File: src/sv/rcv_ram.sv
// ----------------------------------------------------------------------------
// Generic RAM
// One write port, one read port with registered read data.
// ----------------------------------------------------------------------------
module rcv_ram #(
    parameter int WIDTH = 8,
    parameter int DEPTH = 16
) (
    input  logic                     clk,
    input  logic                     we,
    input  logic [$clog2(DEPTH)-1:0] waddr,
    input  logic [WIDTH-1:0]         wdata,
    input  logic [$clog2(DEPTH)-1:0] raddr,
    output logic [WIDTH-1:0]         rdata
);

    logic [WIDTH-1:0] mem [DEPTH];
    logic [WIDTH-1:0] rdata_reg;

    always_ff @(posedge clk)
    begin
        if (we)
        begin
            mem[waddr] <= wdata;
        end
        rdata_reg <= mem[raddr];
    end

    assign rdata = rdata_reg;

endmodule

File: config.mk
export PLATFORM = sky130hd
export DESIGN_NAME = rcv_ram
export DESIGN_NICKNAME = d
export VERILOG_FILES = /design/src/sv/rcv_ram.sv
export SDC_FILE = /design/constraint.sdc
export NUM_CORES = 1
export LEC_CHECK = 0
export ABC_AREA = 1
export BUFFER_PORTS_ARGS = -buffer_cell sky130_fd_sc_hd__clkbuf_2
export CORE_MARGIN = 4
export CORE_UTILIZATION = 40
export DETAILED_ROUTE_END_ITERATION = 16
export PLACE_DENSITY = 0.62
export SYNTH_ARGS = -nofsm -noshare
export SYNTH_HDL_FRONTEND = slang
export SYNTH_SLANG_ARGS = --single-unit
File: constraint.sdc
create_clock -name clk -period 2.8 [get_ports clk]
set_clock_uncertainty 0.15 [all_clocks]
set_input_delay 0.42 -clock clk [delete_from_list [all_inputs] [get_ports clk]]
set_output_delay 0.42 -clock clk [all_outputs]
set_load 0.005 [all_outputs]
Word level (Yosys, flattened, before mapping)
Memory sizes are Yosys's and may differ from the RTL's. A register that Yosys moved wholly into a read port is not among the register bits.
Cells that the tools add are included.

storage, ports and cells
  memories = 1
  bits in writable memories = 128
  input port bits = 18
  register bits = 0
  output and inout bits = 8
  logic and storage cells = 3

memories
  name  depth  width  read ports  clocked after Yosys merged registers in  wr ports  RTL line  text
  mem   16     8      1           1                                        1         17        logic [WIDTH-1:0] mem [DEPTH];

operators by class
  muxes and demuxes = 2

operators by type and width
  cell               count
  two-way mux 1 bit  2

Depth between registers and ports, before layout
  depth in word-level cells = 2
  gate-level depth with buffers = 8
  mapped depth without buffers = 7

Worst setup path before layout
No wires, ideal clock.

  path kind = input to register
  start = input port waddr[2]
  end = memory mem[10][0] (enable)
  stages = 2
  setup time = 0.370 ns
  buffers on the path = 0
  path slack = 1.279 ns
  data arrival time = 1.001 ns
  data required time = 2.280 ns
  path through = nand3b_1 nor2_1

RTL lines
  what             RTL line  text
  start, declared  11        input logic [$clog2(DEPTH)-1:0] waddr,
  end, declared    17

No word-level cell before the write port.

==> reports/metrics.csv <==
metric,value,unit
WHS,0.2613,ns
number of vias per cell,4.847,
Post-Place Cell Area,6003,µm²
clock root buffer,clkbuf_16,
first-pass iteration count of the detailed router,5,
Ys Warns,0,
library cells used by synthesis,12,
Die H,128.1,µm
post-layout instance area,6590,µm²
routed wire length,13080,µm
Util after Layout,0.4711,
Layout Cells excl Fill,771,
Ports,26,
syn_area_per_cell,10.47,µm²
Max-slew headroom,0.3784,
Crit Path Max Fanout,28,
Hold Startpoint,raddr[3],
DP Cell Count,739,
setup bufs post-CTS,0,
Worst-Margin Slew,0.9290,ns
clk_lat worst skew,0.42,ns
kind of critical path,in -> reg,
Final period util,0.6067,
detailed-route via count,3737,
area of the core,13990,µm²
Area contributors post-synth,"edfxtp_1, nand2_1, nand3_1",
status,finished clean,
CP required,2.95,ns
Starting Density,0.4123,
max FFs per register,128,
Die X,128.1,µm
RD Place Congestion,0.8171,
routed len/inst,16.97,µm
most frequent CP cell,nand3_1,
IO buf count,25,
post-synth top area cell,edfxtp_1,
Clock Sinks,136,
total negative setup slack,0,ns
clk buf depth,2,
power density cells,723.3,nW/µm²
CTS H-tree depth,4,
DRT antenna net count,0,
Ant. Diodes,0,
Syn Std Cell Area,5767,µm²
hpwl dp,8085,µm
Die Footprint,16400,µm²
Resized Gates After CTS,0,
syn nets,569,
RSZ-0062 raised after global routing,no,
Final Hold Vio Count,0,
Synth Register Bits,136,
Area growth syn-to-layout,14.28,%
critical path launch point,raddr[0],
layout cells sized above 1,0.1066,
max cap viols,0,
crit start category,primary input,
initial drt markers,322,
Max VDD drop,367.2,µV
CP endpoint kind,flip-flop,
DRC,0,
TritonCTS Buffers,17,
"Slowest-stage cell, CP",buf_4,
data arrival time of the worst path,1.85,ns
FP Rows,43,
NumNets Final,596,
min Tclk post-route,1.699,ns
cells along the critical path,"clkbuf_2, inv_2, buf_4, nand2_1, nand3_1, nand3_1, nand3_1, nand2_1",
largest net degree at the start of global routing,57,
vias in the first global route,3629,
CTS tree,done,
clock transition time at the flip-flop clock pins of the worst setup and hold paths,0.06,ns
Leak,2.835,nW
CP max stage delay,0.38,ns
cts hold-fix bufs,0,
Max Fclk,0.5887,GHz
Overflow after GRT,0,
Buf/Inv on CP,3,
worst r2r src,mem[10][5]$_DFFE_PP_,
sequential share of the synthesized area,0.6943,
Mapped Cells,551,
top-area cell type share of the netlist area,0.6665,
initial antenna violation count,0,
Hold Path Class,in -> reg,
first-pass GRT wire length,20340,µm
CP top delay family,buffers and inverters,
Final Max Tran Viols,0,
gr usage total,0.1688,
Setup Viol. Count Final,0,
==> worst register-to-register path, stage by stage, from the launching register on <==
cell      delay (ns)
edfxtp_1        0.37
inv_1           0.06
nand2_1         0.06
nand3_1         0.12
nand3_1         0.12
nand3_1         0.20
nand2_1         0.06
==> logic make-up after synthesis <==
logic type	after synthesis	synth area share
and+or+nand+nor	289	0.2105
DFF	136	0.6943
buffers and inverters	126	0.09525
==> final timing paths <==
| kind | to | slack [ns] | cells after the start |
|---|---|---|---|
| setup / recovery | rdata[5]$_DFF_P_ | 1.10 | 8 |
| hold / removal | rdata[6]$_DFF_P_ | 0.26 | 3 |
| setup reg to reg | rdata[5]$_DFF_P_ | 1.54 | 6 |
| hold reg to reg | rdata[2]$_DFF_P_ | 0.53 | 6 |
==> per-layer routing <==
| metal | global-route usage | wire, µm | vias to the layer above |
|---|---|---|---|
| met1 | 0.2247 | 5776 | 1771 |
| met2 | 0.2702 | 6377 | 112 |
| met3 | 0.03542 | 578 | 26 |
| li1 | - | - | 1828 |
| met5 | 0 | 0 | - |
| met4 | 0.06991 | 348 | 0 |
==> through the flow <==
| step | total power, mW | setup WS (ns) |
|---|---|---|
| detailed placement | 2.603 | 0.7206 |
| finish | 4.766 | 1.101 |
| global placement | 2.600 | 0.7321 |
| CTS | 4.781 | 1.121 |
| global route | 4.919 | 1.033 |
| floorplan | 2.491 | 1.279 |
==> Yosys cell counts <==
cell type / number
nand2_1: 173
buf_1: 1
nor2_1: 17
nand3_1: 97
edfxtp_1: 128
inv_2: 2
nand3b_1: 2
buf_4: 4
dfxtp_1: 8
buf_2: 13
buf_6: 6
inv_1: 100
==> power by group <==
part	leakage [nW]	switching, mW	internal, mW
sequential	1.22	0.0193	2.28
combinational	1.33	0.191	0.0734
clock	0.281	0.819	1.39
==> area by class of cell <==
class                           instances  area, µm²
Fill cell                            1307       7398
Sequential cell                       136       4004
Multi-Input combinational cell        289       1214
Clock buffer                           18      429.2
Inverter                              102      382.9
Tap cell                              180      225.2
Timing Repair Buffer                   32      177.7
Clock inverter                         14      157.7
==> cell usage in the layout (no fill, tap or decap) <==
cell / count
clkinv_2: 4
dfxtp_1: 8
clkinv_1: 2
clkbuf_2: 25
edfxtp_1: 128
clkbuf_16: 17
clkinv_4: 2
nand2_1: 173
buf_4: 7
bufinv_16: 3
clkinvlp_4: 3
nor2_1: 17
nand3_1: 97
inv_2: 2
clkbuf_1: 1
inv_1: 100
nand3b_1: 2
(Power assumes the default switching activity.)
