===== config.mk =====
export PLATFORM = sky130hd
export DESIGN_NAME = rcv_div
export DESIGN_NICKNAME = d
export VERILOG_FILES = /design/src/sv/rcv_pkg.sv /design/src/sv/rcv_div.sv
export SDC_FILE = /design/constraint.sdc
export NUM_CORES = 2
export LEC_CHECK = 0
export BUFFER_PORTS_ARGS = -buffer_cell sky130_fd_sc_hd__clkbuf_2
export CORE_ASPECT_RATIO = 0.6
export CORE_UTILIZATION = 35
export CTS_CLUSTER_DIAMETER = 100
export DETAILED_ROUTE_END_ITERATION = 10
export GPL_TIMING_DRIVEN = 1
export PLACE_DENSITY_LB_ADDON = 0.1
export SLEW_MARGIN = 5
export SYNTH_ARGS = -nofsm -noshare
export SYNTH_HDL_FRONTEND = slang
export SYNTH_SLANG_ARGS = --single-unit

===== constraint.sdc =====
create_clock -name clk -period 4.85 [get_ports clk]
set_input_delay 0.97 -clock clk [delete_from_list [all_inputs] [get_ports clk]]
set_output_delay 0.97 -clock clk [all_outputs]
set_load 0.005 [all_outputs]

===== src/sv/rcv_pkg.sv =====
// ----------------------------------------------------------------------------
// Radial cosine vignette package
// Field widths, register indexes, defaults and shared types.
// ----------------------------------------------------------------------------
package rcv_pkg;

    localparam int PIX_W         = 12;
    localparam int DIM_W         = 13;
    localparam int CHAN_W        = 8;
    localparam int SQ_W          = 2 * DIM_W;
    localparam int NUM_W         = SQ_W + 1;
    localparam int MAX_DIM       = 4096;
    localparam int REGION_RESET  = 64;
    localparam int CHAN_MAX      = 255;
    localparam int SERIES_TERMS  = 20;
    localparam int PIPE_LAT_FIXED = 8;

    localparam int GAIN_TABLE_DEPTH_DEF = 1024;
    localparam int GAIN_FRAC_BITS_DEF   = 16;

    localparam int CFG_IDX_W = 2;
    localparam logic [CFG_IDX_W-1:0] REG_REGION_WIDTH  = 2'd0;
    localparam logic [CFG_IDX_W-1:0] REG_REGION_HEIGHT = 2'd1;

    typedef struct packed {
        logic [CHAN_W-1:0] blue;
        logic [CHAN_W-1:0] green;
        logic [CHAN_W-1:0] red;
    } chan_set_t;

    typedef enum logic {
        ST_FILL,
        ST_RUN
    } state_t;

endpackage


===== src/sv/rcv_div.sv =====
// ----------------------------------------------------------------------------
// Radial cosine vignette table index divider
// Pipelined restoring division giving the rounded, saturated table index
// round(num * DEPTH / den), one quotient bit per stage.
// ----------------------------------------------------------------------------
module rcv_div #(
    parameter int GAIN_TABLE_DEPTH = rcv_pkg::GAIN_TABLE_DEPTH_DEF
) (
    input  logic                                      clk,
    input  logic                                      rst_n,
    input  logic                                      in_valid,
    input  logic [rcv_pkg::NUM_W-1:0]                 num,
    input  logic [rcv_pkg::NUM_W-1:0]                 den,
    input  rcv_pkg::chan_set_t                        in_chan,
    output logic                                      out_valid,
    output logic [$clog2(GAIN_TABLE_DEPTH+1)-1:0]     index,
    output rcv_pkg::chan_set_t                        out_chan
);

    import rcv_pkg::*;

    localparam int QB    = $clog2(GAIN_TABLE_DEPTH + 1);
    localparam int TWO_D = 2 * GAIN_TABLE_DEPTH;
    localparam int N_W   = NUM_W + $clog2(TWO_D) + 1;
    localparam int DS_W  = NUM_W + 1 + QB;
    localparam int CMP_W = (N_W > DS_W) ? N_W : DS_W;

    logic [CMP_W-1:0] dv_ext;
    logic [N_W-1:0]   n_reg;
    logic             pv_reg;
    chan_set_t        pchan_reg;

    logic             vld_reg  [QB+1];
    logic             sat_reg  [QB+1];
    logic [QB-1:0]    q_reg    [QB+1];
    chan_set_t        chan_reg [QB+1];
    logic [CMP_W-1:0] rem_reg  [QB];

    logic [CMP_W-1:0] trial [QB];
    logic [QB-1:0]    take;

    assign dv_ext = CMP_W'({den, 1'b0});

    always_comb
    begin
        for (int s = 0; s < QB; s++)
        begin
            trial[s] = dv_ext << (QB - 1 - s);
            take[s]  = rem_reg[s] >= trial[s];
        end
    end

    always_ff @(posedge clk or negedge rst_n)
    begin
        if (!rst_n)
        begin
            pv_reg <= 1'b0;
            for (int s = 0; s <= QB; s++)
            begin
                vld_reg[s] <= 1'b0;
            end
        end
        else
        begin
            pv_reg     <= in_valid;
            vld_reg[0] <= pv_reg;
            for (int s = 0; s < QB; s++)
            begin
                vld_reg[s+1] <= vld_reg[s];
            end
        end
    end

    always_ff @(posedge clk)
    begin
        n_reg       <= N_W'(num) * N_W'(TWO_D) + N_W'(den);
        pchan_reg   <= in_chan;
        rem_reg[0]  <= CMP_W'(n_reg);
        sat_reg[0]  <= CMP_W'(n_reg) >= (dv_ext << QB);
        q_reg[0]    <= '0;
        chan_reg[0] <= pchan_reg;
        for (int s = 0; s < QB; s++)
        begin
            sat_reg[s+1]  <= sat_reg[s];
            chan_reg[s+1] <= chan_reg[s];
            q_reg[s+1]    <= q_reg[s] | (take[s] ? (QB'(1) << (QB - 1 - s)) : '0);
            if (s < QB - 1)
            begin
                rem_reg[s+1] <= take[s] ? rem_reg[s] - trial[s] : rem_reg[s];
            end
        end
    end

    assign out_valid = vld_reg[QB];
    assign out_chan  = chan_reg[QB];
    assign index     = (sat_reg[QB] || (q_reg[QB] > QB'(GAIN_TABLE_DEPTH)))
                       ? QB'(GAIN_TABLE_DEPTH) : q_reg[QB];

endmodule


* Yosys cells after proc, flatten, opt, wreduce, memory -nomap -nowiden
Memory sizes are Yosys's and may differ from the RTL's.
Index checks and enable logic that the tools add are counted.
** Storage, ports and cells
- Register bits after elaboration :: 76
- RAM bits :: 861
- Output and inout bits :: 36
- Memories :: 4
** Operators by class
- $add $sub $neg :: 11
- Magnitude comparators :: 13
- Mux-type cells :: 22
- Bitwise gates (word level) :: 11
- Reductions and logical operators :: 1
** Memory list
- rem_reg :: depth 11, bits a word 39, rd ports 11, clocked after Yosys merged registers in 0, wr ports 11, RTL line rcv_div.sv:37 : logic [CMP_W-1:0] rem_reg [QB];
- chan_reg :: depth 12, bits a word 24, rd ports 12, clocked after Yosys merged registers in 0, wr ports 12, RTL line rcv_div.sv:36 : chan_set_t chan_reg [QB+1];
- q_reg :: depth 12, bits a word 11, rd ports 12, clocked after Yosys merged registers in 0, wr ports 12, RTL line rcv_div.sv:35 : logic [QB-1:0] q_reg [QB+1];
- sat_reg :: depth 12, bits a word 1, rd ports 12, clocked after Yosys merged registers in 0, wr ports 12, RTL line rcv_div.sv:34 : logic sat_reg [QB+1];
** Operators by type and width (count)
- two-way mux 39 bit :: 10
- adder 38 x 27 -> 39 bit :: 1
- greater-or-equal comparator 39 x 28 -> 1 bit :: 1
- greater-or-equal comparator 39 x 29 -> 1 bit :: 1
- greater-or-equal comparator 39 x 30 -> 1 bit :: 1
- greater-or-equal comparator 39 x 31 -> 1 bit :: 1
- greater-or-equal comparator 39 x 32 -> 1 bit :: 1
- greater-or-equal comparator 39 x 33 -> 1 bit :: 1
- greater-or-equal comparator 39 x 34 -> 1 bit :: 1
- greater-or-equal comparator 39 x 35 -> 1 bit :: 1
- greater-or-equal comparator 39 x 36 -> 1 bit :: 1
- greater-or-equal comparator 39 x 37 -> 1 bit :: 1
- greater-or-equal comparator 39 x 38 -> 1 bit :: 1
- greater-or-equal comparator 39 bit :: 1
- subtractor 39 x 29 -> 39 bit :: 1
- subtractor 39 x 30 -> 39 bit :: 1
- subtractor 39 x 31 -> 39 bit :: 1
- subtractor 39 x 32 -> 39 bit :: 1
- subtractor 39 x 33 -> 39 bit :: 1
- subtractor 39 x 34 -> 39 bit :: 1
- subtractor 39 x 35 -> 39 bit :: 1
- subtractor 39 x 36 -> 39 bit :: 1
- subtractor 39 x 37 -> 39 bit :: 1
- subtractor 39 x 38 -> 39 bit :: 1
- other kinds (22) :: 25

* Logic depth before layout (Yosys ltp)
An unclocked memory read counts as a cell.
- Word-level depth :: 4
- Gate-level depth with buffers :: 16

* Worst setup path after synthesis
Ideal clock, no wire load.
- Kind :: input -> register
- Start point :: input den[1] in the netlist's numbering
- End point :: memory rem_reg[5][31] in the netlist's numbering
- Arrival time :: 3.850 ns
- Required time :: 4.719 ns
- Setup slack :: 0.870 ns
- Stages on the path :: 13
- Buffers on the path :: 2
- Cells stage by stage :: inv_1 fa_1 a21oi_1 o21ai_0 a2111oi_0 nor4_1 o21ai_0 a21oi_1 o31a_1 nor2_1 clkbuf_1 clkbuf_1 o21ai_0
** RTL lines
- start, declared :: RTL line rcv_div.sv:13 : input logic [rcv_pkg::NUM_W-1:0] den,
- end, declared :: RTL line rcv_div.sv:37

==> run_results.csv <==
group,metric,value,unit
global_routing,grt_pass1_vias,26954,
power,p_per_area,720,nW/um2
clock_network,cts_hold_buf,0,
floorplan,ios,117,
global_routing,antenna_found_initial,10,
synth,synth_cells,3946,
floorplan,rows,93,
sta,fmax,0.243,GHz
status,failed_checks,"DRC",
setup_path,required,5380,ps
finish,largest_register_ffs,429,
synth,synth_nets,4378,
global_routing,grt-ovfl-total,0,
synth,avgSynthCellArea,9.61,um2
sta,post-route-period-util,84.9,%
power,p_total,31.9,mW
finish,layout_common_cells,"dfxtp_1, a21oi_1, ha_1",
status,status,"finished with violations",
detailed_routing,drt_wl_total,121,mm
global_routing,grt_pass1_wl,179,mm
setup_path,crit_family,"compound AO/OA/AOI/OAI gates",
finish,syn_to_final_growth,16.8,%
synth,synth_cell_types,81,
floorplan,die_w,427,um
job,maxCapViolations,0,
synth,async_flop_share,1.49,%
clock_network,cts_tree,"built",
finish,drive_gt1_share,11.9,%
detailed_routing,drt-pass1-iter-count,9,
sta,hold_violations,0,
synth,synth_edf_count,0,
synth,synth_ff_type,"dfxtp_1",
setup_path,reg2reg_slack,1120,ps
sta,slew_viol_final,0,
floorplan,die_y,257,um
clock_network,clkTransAtPathRegs,70,ps
detailed_routing,drc_errors,4,
finish,fin_area,44300,um2
sta,period_minus_slack,4120,ps
sta,totalNegativeSetupSlack,0,ps
setup_path,slowest_stage,"o31ai_1",
setup_path,crit_buf_inv,2,
floorplan,core,107000,um2
global_routing,grt_usage,21.9,%
setup_path,r2r_cells,12,
clock_network,htree_num_levels,3,
setup_path,cpPeakStageDelay,790,ps
clock_network,cts_resized,0,
finish,final_nets,4634,
power,ir_drop,246,uV
sta,worst_pin_slew,956,ps
worst_hold_path,hp-class,"in -> async",
setup_path,path_max_fanout,15,
setup_path,critPathMostFrequentCell,"o31ai_1",
setup_path,crit_arrival,4650,ps
clock_network,cts_setup_buffers,0,
setup_path,critical_path.cell_chain,"clkbuf_2 -> ha_1 -> fa_1 -> nor2b_1 -> o31ai_1 -> nand3b_1 -> a221o_1 -> o21ai_1 -> o31ai_1 -> a31oi_4 -> buf_4 -> o31ai_1",
placed_design,placed_cell_area,41300,um2
floorplan,die_area,110000,um2
sta,setup_ws,730,ps
placed_design,io_buffer_count,116,
setup_path,r2r-end,"rem_reg[3][22]",
clock_network,clock_sinks,871,
synth,synth_area,37900,um2
floorplan,start_util,35.3,%
setup_path,start_kind,"input pin",
synth,ys_warn_count,0,
synth,postSynthRegisterBits,871,
placed_design,place_hpwl,96.1,mm
detailed_routing,ant_nets,0,
placed_design,pre_cts_ws,46.7,ps
detailed_routing,drt_iter0_markers,2583,
finish,final_common_cell,"dfxtp_1",
clock_network,clk_latency,710,ps
clock_network,cts_max_path_buffers,3,
synth,seq_area_frac_synth,46.2,%
sta,max_slew_margin,35.7,%
setup_path,r2r_start,"rem_reg[2][9]",
global_routing,grt_max_degree,49,
sta,clock_skew,33.2,ps
detailed_routing,viasPerCell,5.18,
setup_path,crit_type,"in -> reg",
placed_design,gp_congestion,0.924,
detailed_routing,avgRoutedWirePerCell,21.3,um
power,p_leak,19.3,nW
sta,setup_viol,0,
sta,rsz0062_at_grt,"no",
clock_network,cts_root_buffer,"clkbuf_16",
clock_network,cts_buffers,86,
setup_path,cp-end-kind,"register",
detailed_routing,via_count,29548,
## worst register-to-register path, stage by stage, from the launching register on
cell      delay, ps
dfxtp_1         330
inv_1            50
ha_1            210
fa_1            410
nor2b_1         160
o31ai_1         130
nand3b_1        150
a221o_1         220
o21ai_1         140
o31ai_1         790
a31oi_4         250
buf_4           260
o31ai_1         470
## power by group
| group | leakage [nW] | internal, mW | switching (mW) |
|---|---|---|---|
| clock | 1.46 | 3.91 | 3.10 |
| combinational | 10.5 | 6.01 | 8.11 |
| sequential | 7.37 | 9.04 | 1.74 |
| total | 19.3 | 19.0 | 12.9 |
## metrics by stage
stage | utilization (%) | std cells | hold WS, ps
6_report | 41.3 | 5700 | 156
5_1_grt | 41.3 | 5697 | 129
4_1_cts | 41.3 | 5697 | 110
3_5_place_dp | 38.5 | 5539 | 312
3_3_place_gp | 38.5 | 5539 | 310
2_1_floorplan | - | 3946 | 310
## cells by family after synthesis
logic type | after synthesis | synth area share (%)
xor+xnor | 291 | 6.72
flops | 871 | 46.2
mux | 49 | 1.44
buf+inv | 227 | 2.28
fa+ha+maj | 351 | 11.8
simple gates | 1053 | 13.6
compound gates | 1104 | 18.0
## how the worst max path moves through the flow
| stage | start | cells after the start | endpoint | slack [ps] |
|---|---|---|---|---|
| 2_1_floorplan | den[1] | 13 | rem_reg[5][31] | 870 |
| 3_3_place_gp | den[0] | 13 | rem_reg[3][34] | 20 |
| 3_5_place_dp | den[0] | 13 | rem_reg[3][34] | 50 |
| 4_1_cts | den[0] | 13 | rem_reg[3][34] | 790 |
| 5_1_grt | den[0] | 13 | rem_reg[3][34] | 580 |
| 6_report | den[0] | 12 | rem_reg[3][22] | 730 |
## layer usage
metal  wire length [um]  part of all wire, %  vias up  GRT usage [%]
met5                  8               0.0066        -              0
met4               2020                  1.7        2           3.89
met2              39600                   33      996           25.0
met1              68300                   56    13781           37.4
met3              11200                  9.2      135           6.47
li1                   -                    -    14634              -
## synth_stat cells (all sizes together), types with 11 or more instances
cell	number	area (um2)
a211oi	29	218
a21boi	11	82.6
a21o	171	1280
a21oi	384	1920
a31oi	28	175
and2	23	144
and3	34	213
buf	15	67.6
clkbuf	90	338
dfrtp	13	325
dfxtp	858	17200
fa	11	220
ha	340	4250
inv	122	458
mux2	44	495
nand2	281	1050
nand2b	47	302
nand3	73	365
nand4	58	363
nor2	299	1120
nor2b	49	307
nor3	58	295
nor4	32	200
nor4b	16	155
o211ai	14	105
o21a	37	278
o21ai	260	1300
o21bai	41	308
o31ai	22	184
or3	18	113
or4	16	120
xnor2	158	1380
xor2	133	1160
## area by class of cell
| type | instances | area [um2] |
|---|---|---|
| sequential | 871 | 17500 |
| multi-input combinational | 2848 | 19600 |
| clock inverter | 57 | 682 |
| fill | 10526 | 63000 |
| antenna | 3 | 7.51 |
| clock buffer | 101 | 2300 |
| tap | 1425 | 1780 |
| inverter | 122 | 458 |
| timing repair buffer | 273 | 1960 |
Note: power is estimated with default switching activity, not from simulation.
