`config.mk`:
```
export PLATFORM = sky130hd
export DESIGN_NAME = rcv_lane
export DESIGN_NICKNAME = d
export VERILOG_FILES = /design/src/sv/rcv_pkg.sv /design/src/sv/rcv_lane.sv
export SDC_FILE = /design/constraint.sdc
export NUM_CORES = 1
export LEC_CHECK = 0
export BUFFER_PORTS_ARGS = -buffer_cell sky130_fd_sc_hd__buf_2
export CELL_PAD_IN_SITES_DETAIL_PLACEMENT = 1
export CELL_PAD_IN_SITES_GLOBAL_PLACEMENT = 1
export CORE_AREA = 2 2 104 106
export CTS_CLUSTER_SIZE = 24
export DETAILED_ROUTE_END_ITERATION = 7
export DIE_AREA = 0 0 106 108
export PLACE_DENSITY = 0.88
export SKIP_CTS_REPAIR_TIMING = 1
export SLEW_MARGIN = 20
export SYNTH_ARGS = -nofsm -noshare
export SYNTH_HDL_FRONTEND = slang
export SYNTH_SLANG_ARGS = --single-unit
```
`constraint.sdc`:
```
create_clock -name clk -period 4.27 [get_ports clk]
set_clock_uncertainty 0.15 [all_clocks]
set_input_delay 0.2135 -clock clk [delete_from_list [all_inputs] [get_ports clk]]
set_output_delay 0.2135 -clock clk [all_outputs]
set_load 0.03 [all_outputs]
```
`src/sv/rcv_pkg.sv`:
```
// ----------------------------------------------------------------------------
// Radial cosine vignette package
// Field widths, register indexes, defaults and shared types.
// ----------------------------------------------------------------------------
package rcv_pkg;

    localparam int PIX_W         = 12;
    localparam int DIM_W         = 13;
    localparam int CHAN_W        = 8;
    localparam int SQ_W          = 2 * DIM_W;
    localparam int NUM_W         = SQ_W + 1;
    localparam int MAX_DIM       = 4096;
    localparam int REGION_RESET  = 64;
    localparam int CHAN_MAX      = 255;
    localparam int SERIES_TERMS  = 20;
    localparam int PIPE_LAT_FIXED = 8;

    localparam int GAIN_TABLE_DEPTH_DEF = 1024;
    localparam int GAIN_FRAC_BITS_DEF   = 16;

    localparam int CFG_IDX_W = 2;
    localparam logic [CFG_IDX_W-1:0] REG_REGION_WIDTH  = 2'd0;
    localparam logic [CFG_IDX_W-1:0] REG_REGION_HEIGHT = 2'd1;

    typedef struct packed {
        logic [CHAN_W-1:0] blue;
        logic [CHAN_W-1:0] green;
        logic [CHAN_W-1:0] red;
    } chan_set_t;

    typedef enum logic {
        ST_FILL,
        ST_RUN
    } state_t;

endpackage

```
`src/sv/rcv_lane.sv`:
```
// ----------------------------------------------------------------------------
// Radial cosine vignette channel lane
// Scale one colour channel by the Q1.F gain, round to nearest, clamp.
// ----------------------------------------------------------------------------
module rcv_lane #(
    parameter int GAIN_FRAC_BITS = rcv_pkg::GAIN_FRAC_BITS_DEF
) (
    input  logic                        clk,
    input  logic [rcv_pkg::CHAN_W-1:0]  chan,
    input  logic [GAIN_FRAC_BITS:0]     gain,
    output logic [rcv_pkg::CHAN_W-1:0]  scaled
);

    import rcv_pkg::*;

    localparam int P_W = CHAN_W + GAIN_FRAC_BITS + 1;
    localparam int R_W = P_W + 1 - GAIN_FRAC_BITS;

    logic [P_W-1:0] prod_reg;
    logic [P_W:0]   rsum;
    logic [R_W-1:0] rnd;

    always_ff @(posedge clk)
    begin
        prod_reg <= P_W'(chan) * P_W'(gain);
    end

    assign rsum   = (P_W+1)'(prod_reg) + ((P_W+1)'(1) << (GAIN_FRAC_BITS - 1));
    assign rnd    = rsum[P_W:GAIN_FRAC_BITS];
    assign scaled = (rnd > R_W'(CHAN_MAX)) ? CHAN_W'(CHAN_MAX) : rnd[CHAN_W-1:0];

endmodule

```
== After elaboration in Yosys (flattened, before gate mapping) ==
Cells that the tools add are included.

* Add/subtract/negate cells: 1
* Multipliers: 1
* Div/mod/pow operators: 0
* Magnitude comparators: 1
* Equal/unequal tests: 0
* Shifts and indexed selects: 0
* Muxes and demuxes: 1
* Bitwise gates (word level): 0
* Reduce and logical (&&, ||, !) cells: 0

{| class="wikitable"
|+ Operator list
! cell !! number
|-
| $add 25x16->26 const B || 1
|-
| $mul 8x17->25 || 1
|-
| $gt 10x8->1 const B || 1
|-
| $mux 8 || 1
|}

* Bits in registers: 25
* Latch bits: 0
* Memory bits (writable): 0
* Bits in read-only memories: 0
* Input port bits: 26
* Output and inout bits: 8
* Word-level logic and storage cells: 5
* Memories: 0

== Longest topological paths before layout ==
Gate-level depths: netlist of the first run.

* Depth after elaboration: 3
* Gate-level depth with buffers: 18
* Gate-level depth less buffers: 16

== Worst setup path after synthesis of the first run ==
OpenSTA, ideal clock, no wires.

* Path type: input to register
* Start: in chan[7] in the netlist's numbering
* End: reg prod_reg[20]
* Setup time: 0.072 ns
* Data arrival time: 3.917 ns
* Data required time: 4.048 ns
* Slack: 0.131 ns
* Stages: 15
* Path buffers: 1
* Cell sequence: clkbuf_1 and2_1 fa_1 fa_1 fa_1 inv_1 fa_1 inv_1 ha_1 a21oi_2 o21ai_1 a22oi_2 nand2_2 a221oi_2 xnor2_1

* Cells in the longest elaborated chain, start to end: 1

{| class="wikitable"
|+ Ends and longest elaborated chain
! element !! line !! source
|-
| start, declared || rcv_lane.sv:9 || <nowiki>input logic [rcv_pkg::CHAN_W-1:0] chan,</nowiki>
|-
| $mul 8x17->25 || rcv_lane.sv:25 || <nowiki>prod_reg <= P_W'(chan) * P_W'(gain);</nowiki>
|-
| end signal, assigned || rcv_lane.sv:25 ||
|-
| end, declared || rcv_lane.sv:19 || <nowiki>logic [P_W-1:0] prod_reg;</nowiki>
|}

Every way passes these cells.

== Worst setup path in the final report of the first run ==
* Start: in chan[5] in the netlist's numbering
* End: reg prod_reg[20]

Same word-level chain as after synthesis.

==> results.json, run 1 <==
{
  "place_ws_ps": -236,
  "hpwlAfterDp_mm": 10.4,
  "powerDensity_mw_per_mm2": 608,
  "clk_pin_slew_ps": 40,
  "grt_pass1_vias": 4328,
  "die_area_mm2": 0.0114,
  "final_cells": 699,
  "crit_type": "primary input to flop",
  "synth_top_cell_by_area": "fa_1",
  "synth_area_mm2": 0.00447,
  "route.final.wire_length_mm": 12.6,
  "syn_inst": 500,
  "htreeDepth": 1,
  "grt_max_degree": 18,
  "grt_pass1_wl_mm": 21.1,
  "maxCapViolations": 0,
  "syn_avg_cell_area_um2": 8.94,
  "gp_congestion": 0.821,
  "ys_seq_elements": 10,
  "p_switching_uw": 1660,
  "drtIter0Drc": 129,
  "detail_route.vias_per_cell": 5.20,
  "min-delay-path-class": "primary input to flop",
  "setup_tns_ps": 0,
  "largest_register_ff_count": 10,
  "fin_crit_sh_pct": 97.5,
  "die_w_um": 106,
  "crit_arrival_ps": 4130,
  "combPwrFrac_pct": 90.7,
  "pwr-share-seq_pct": 6.3,
  "grt_usage_pct": 23.4,
  "worst_slack_ps": 106,
  "antenna_left": 0,
  "p_clk_share_pct": 3.0,
  "status": "completed",
  "ys_seq_area_share_pct": 4.48,
  "crit_fanout": 14,
  "fin_area_mm2": 0.00525,
  "cp-start-kind": "primary input",
  "cts_buffers": 3,
  "ys_warn_count": 0,
  "crit_path_end_kind": "flop",
  "power_switching_share_pct": 52.0,
  "syn2layout_area_growth_pct": 17.4,
  "final_common_cell": "and2_1",
  "ios": 34,
  "slew_headroom_pct": 78.1,
  "die_y_um": 108,
  "dr.pass1.iters": 4,
  "final_max_slew_viol_count": 0,
  "insertedDiodeCount": 0,
  "cts_tree": "built",
  "wl_per_cell_um": 18.1,
  "gr-total-overflow": 0,
  "internal_power_uw": 1530,
  "synth_nets": 658,
  "fmax_ghz": 0.240,
  "min_period_ps": 4160,
  "cts_sinks": 10,
  "tightest_slew_ps": 329,
  "clock-root-buffer": "clkbuf_8",
  "mostFrequentLayoutCells": "and2_1 (113), inv_1 (96), fa_1 (88)",
  "ir_worst_vdd_mv": 0.285,
  "hold_viol_final": 0,
  "drive_above_1_share_pct": 18.1,
  "synth_edf_count": 0,
  "drc": 0,
  "async_flop_share_pct": 0,
  "synthTopCellsByArea": "fa_1 (40%), and2_1 (16%), ha_1 (12%)",
  "synth_flop_cell": "dfxtp_1",
  "setup_viol": 0,
  "layout.nets": 723,
  "synthDistinctLibCells": 38,
  "p_leak_uw": 0.00261,
  "core_mm2": 0.0102,
  "vias": 3636,
  "placedCellCount": 696,
  "io_buffers": 33,
  "initial_core_util_pct": 43.7,
  "required_ps": 4240,
  "num_rows": 37,
  "netlist.area_leader.share_pct": 39.9,
  "place_area_mm2": 0.00504,
  "antenna_found_initial": 0,
  "clock_path_buffers": 2
}
==> cell usage after synthesis (2+ instances only) <==
cell type    n
a21oi_1     17
a21oi_2      3
o21a_1       5
inv_1       96
nand2_1     36
nand3_1      6
o21bai_1     2
clkbuf_1     8
xor2_1       7
nor2_1       7
fa_1        89
nand2b_1     2
o21ai_0      3
dfxtp_1     10
and2_1     117
o21ai_1      3
o21ai_2      2
and3_1       4
xnor2_1      9
a31oi_1      3
ha_1        43
nand4_1      7
a21o_1       4
and4_1       2
o211ai_1     2
==> cell type report <==
| cell class | count | area (µm²) |
|---|---|---|
| Fill cell | 1202 | 4980 |
| Multi-Input combinational cell | 385 | 4030 |
| Timing Repair Buffer | 69 | 450 |
| Inverter | 96 | 360 |
| Sequential cell | 10 | 200 |
| Tap cell | 136 | 170 |
| Clock buffer | 3 | 41.3 |
==> through the flow <==
stage / hold slack [ps] / utilization (%) / total power, µW
CTS: 633 / 49.7 / 2880
detailed placement: 711 / 49.3 / 2760
finish: 635 / 51.3 / 3190
floorplan: 604 / - / 1890
global route: 692 / 51.3 / 3550
global placement: 717 / 49.3 / 2590
==> layer usage <==
metal | wire length (µm) | GRT usage, % | share of wire, % | vias to the layer above
met2 | 7310 | 48.5 | 58 | 57
met4 | 282 | 5.08 | 2.2 | 0
met1 | 4750 | 26.1 | 38 | 1886
met3 | 288 | 1.33 | 2.3 | 26
met5 | 0 | 0 | 0 | -
li1 | - | - | - | 1667
==> power groups by stage <==
stage	Clock, µW	Sequential (µW)	Combinational, µW
2_1_floorplan	0	190	1700
3_3_place_gp	0	198	2390
3_5_place_dp	0	203	2550
4_1_cts	99.4	201	2580
5_1_grt	105	210	3240
6_report	96.7	202	2890
==> critical path, stage by stage <==
cell and delay (ps):
clkbuf_4 190, and2_1 190, fa_1 580, fa_1 460, fa_1 560, inv_1 60, fa_1 540, inv_1 70
ha_4 270, nand4_2 120, nor2_1 70, a22oi_2 280, nand2_2 140, a221oi_2 270, xnor2_1 100
==> kinds of logic after synthesis <==
| group | Yosys count | share of synthesized area [%] |
|---|---|---|
| AOI/OAI and AO/OA | 49 | 7.39 |
| xor gates and xnor gates | 16 | 3.14 |
| adders and majority gates | 132 | 51.9 |
| buffers and inverters | 105 | 8.85 |
| DFF | 10 | 4.48 |
| muxes | 1 | 0.224 |
| and+or+nand+nor | 187 | 24.0 |
==> worst paths after layout <==
| path | from | endpoint | slack (ps) | cells past startpoint |
|---|---|---|---|---|
| max | chan[5] | prod_reg[20]$_DFF_P_ | 110 | 15 |
| min | gain[16] | prod_reg[24]$_DFF_P_ | 640 | 5 |
(Power assumes the default switching activity.)
==> run 2, diff against run 1 <==
==> constraint.sdc (replaced) <==
create_clock -name clk -period 4.27 [get_ports clk]
set_clock_uncertainty 0.15 [all_clocks]
set_input_delay 0.6405 -clock clk [delete_from_list [all_inputs] [get_ports clk]]
set_output_delay 0.6405 -clock clk [all_outputs]
set_load 0.03 [all_outputs]
==> results.json, run 2 (synthesized netlist as in run 1, its figures left out) <==
{
  "crit_start": "chan[6]",
  "final_common_cell": "and2_1",
  "fin_crit_sh_pct": 106,
  "detail_route.vias_per_cell": 5.38,
  "clk_pin_slew_ps": 50,
  "die_w_um": 106,
  "seqCellArea_um2": 200,
  "powerDensity_mw_per_mm2": 629,
  "cpMaxStageDelayCell": "fa_1",
  "fillCellCount": 1150,
  "highest-signal-layer": "met4",
  "insertedDiodeCount": 0,
  "io_buffers": 33,
  "max_stage_delay_ps": 600,
  "wl_per_cell_um": 20.4,
  "min_period_ps": 4540,
  "grt_pass1_vias": 4445,
  "vias": 3870,
  "hpwlAfterDp_mm": 10.6,
  "whs_ps": 1110,
  "setup_viol": 10,
  "gp_congestion": 0.845,
  "dr.pass1.iters": 4,
  "hold_depth": 6,
  "crit_arrival_ps": 4550,
  "power.total_uw": 3660,
  "antenna_left": 0,
  "crit_fanout": 7,
  "ir_worst_vdd_mv": 0.274,
  "clock_path_buffers": 2,
  "initial_core_util_pct": 43.7,
  "wl_met3_um": 574,
  "hold_viol_final": 0,
  "whs_endpoint": "prod_reg[24]$_DFF_P_",
  "tightest_slew_ps": 384,
  "core_mm2": 0.0102,
  "critPathMostFrequentCell": "fa_1",
  "antenna_found_initial": 0,
  "status": "finished, violations left",
  "worst_slack_ps": -273,
  "htreeDepth": 1,
  "syn2layout_area_growth_pct": 30.3,
  "maxCapViolations": 0,
  "die_area_mm2": 0.0114,
  "gr-total-overflow": 0,
  "failed_checks": "negative setup slack",
  "crit_type": "primary input to flop",
  "layout.nets": 743,
  "cts_tree": "built",
  "grt_max_degree": 18,
  "fmax_ghz": 0.220,
  "cp-start-kind": "primary input",
  "path_cells": "buf_12 -> and2_4 -> fa_1 -> fa_2 -> fa_1 -> inv_2 -> fa_1 -> inv_2 -> ha_4 -> nand4_4 -> nor3_4 -> a22oi_2 -> o211ai_2 -> a21oi_2 -> xnor2_1",
  "drc": 0,
  "ios": 34,
  "num_rows": 37,
  "wl_met2_mm": 8.25,
  "final_max_slew_viol_count": 0,
  "cts_buffers": 3,
  "drive_above_1_share_pct": 31.5,
  "rsz0062_at_grt": "yes",
  "wl_met1_mm": 5.24,
  "grt_pass1_wl_mm": 21.2,
  "die_y_um": 108,
  "p_leak_uw": 0.00284,
  "mostFrequentLayoutCells": "and2_1 (85), inv_1 (82), fa_1 (82)",
  "multi_input_area_mm2": 0.00421,
  "cts_sinks": 10,
  "slew_headroom_pct": 74.4,
  "clock-root-buffer": "clkbuf_8",
  "drtIter0Drc": 120,
  "crit_path_end_kind": "flop",
  "grt_usage_pct": 23.6,
  "min-delay-start": "chan[7]",
  "min-delay-path-class": "primary input to flop",
  "route.final.wire_length_mm": 14.7,
  "largest_register_ff_count": 10,
  "required_ps": 4280
}
run 2: changes by cell type in the layout (fill, tap and decap cells not counted), moves of 5 or more:
cell / change
and2_1: -28
and2_4: +28
buf_4: +16
inv_1: -14
inv_2: +14
buf_2: -13
buf_12: +7
a21oi_1: -6
fa_1: -6
fa_2: +6
a21oi_2: +5
buf_6: +5
run 2: layout make-up:
type,instances,area share [%]
Timing Repair Buffer,89,14.2
Multi-Input combinational cell,385,72.4
Tap cell,136,2.92
Inverter,96,6.19
Sequential cell,10,3.44
Clock buffer,4,0.945
run 2: power breakdown:
part / internal [µW] / total, µW / switching, µW
Clock: 81.3 / 122 / 41.1
Sequential: 156 / 203 / 46.5
Combinational: 1540 / 3340 / 1790
Total: 1780 / 3660 / 1880
run 2: how the worst max path moves through the flow:
| stage | end | slack, ps | cells after the start |
|---|---|---|---|
| floorplan | prod_reg[20]$_DFF_P_ | -10 | 15 |
| global placement | prod_reg[20]$_DFF_P_ | -340 | 14 |
| detailed placement | prod_reg[24]$_DFF_P_ | -500 | 15 |
| CTS | prod_reg[24]$_DFF_P_ | -230 | 15 |
| global route | prod_reg[24]$_DFF_P_ | -320 | 15 |
| finish | prod_reg[24]$_DFF_P_ | -270 | 15 |
run 2: routing by layer:
metal | track usage (%) | vias up
li1 | - | 1705
met4 | 9.02 | 0
met1 | 25.4 | 1994
met5 | 0 | -
met3 | 1.63 | 45
met2 | 47.6 | 126
run 2: stage by stage:
stage	instance area [µm²]	instances	worst slack [ps]	util, %	TNS [ps]
floorplan	4720	500	-11.3	-	-11.3
global placement	5290	703	-335	51.7	-2540
detailed placement	5290	703	-499	51.7	-3950
CTS	5350	707	-231	52.3	-1460
global route	5820	720	-316	56.9	-2360
finish	5820	720	-273	56.9	-1490
run 2: worst max-delay path: cells and delay by family:
kind	cells	cell delay, ps
XOR/XNOR	1	200
AND/OR/NAND/NOR	3	520
adder cells (fa/ha/maj)	5	2480
AO/OA/AOI/OAI	3	480
buffers and inverters	3	240
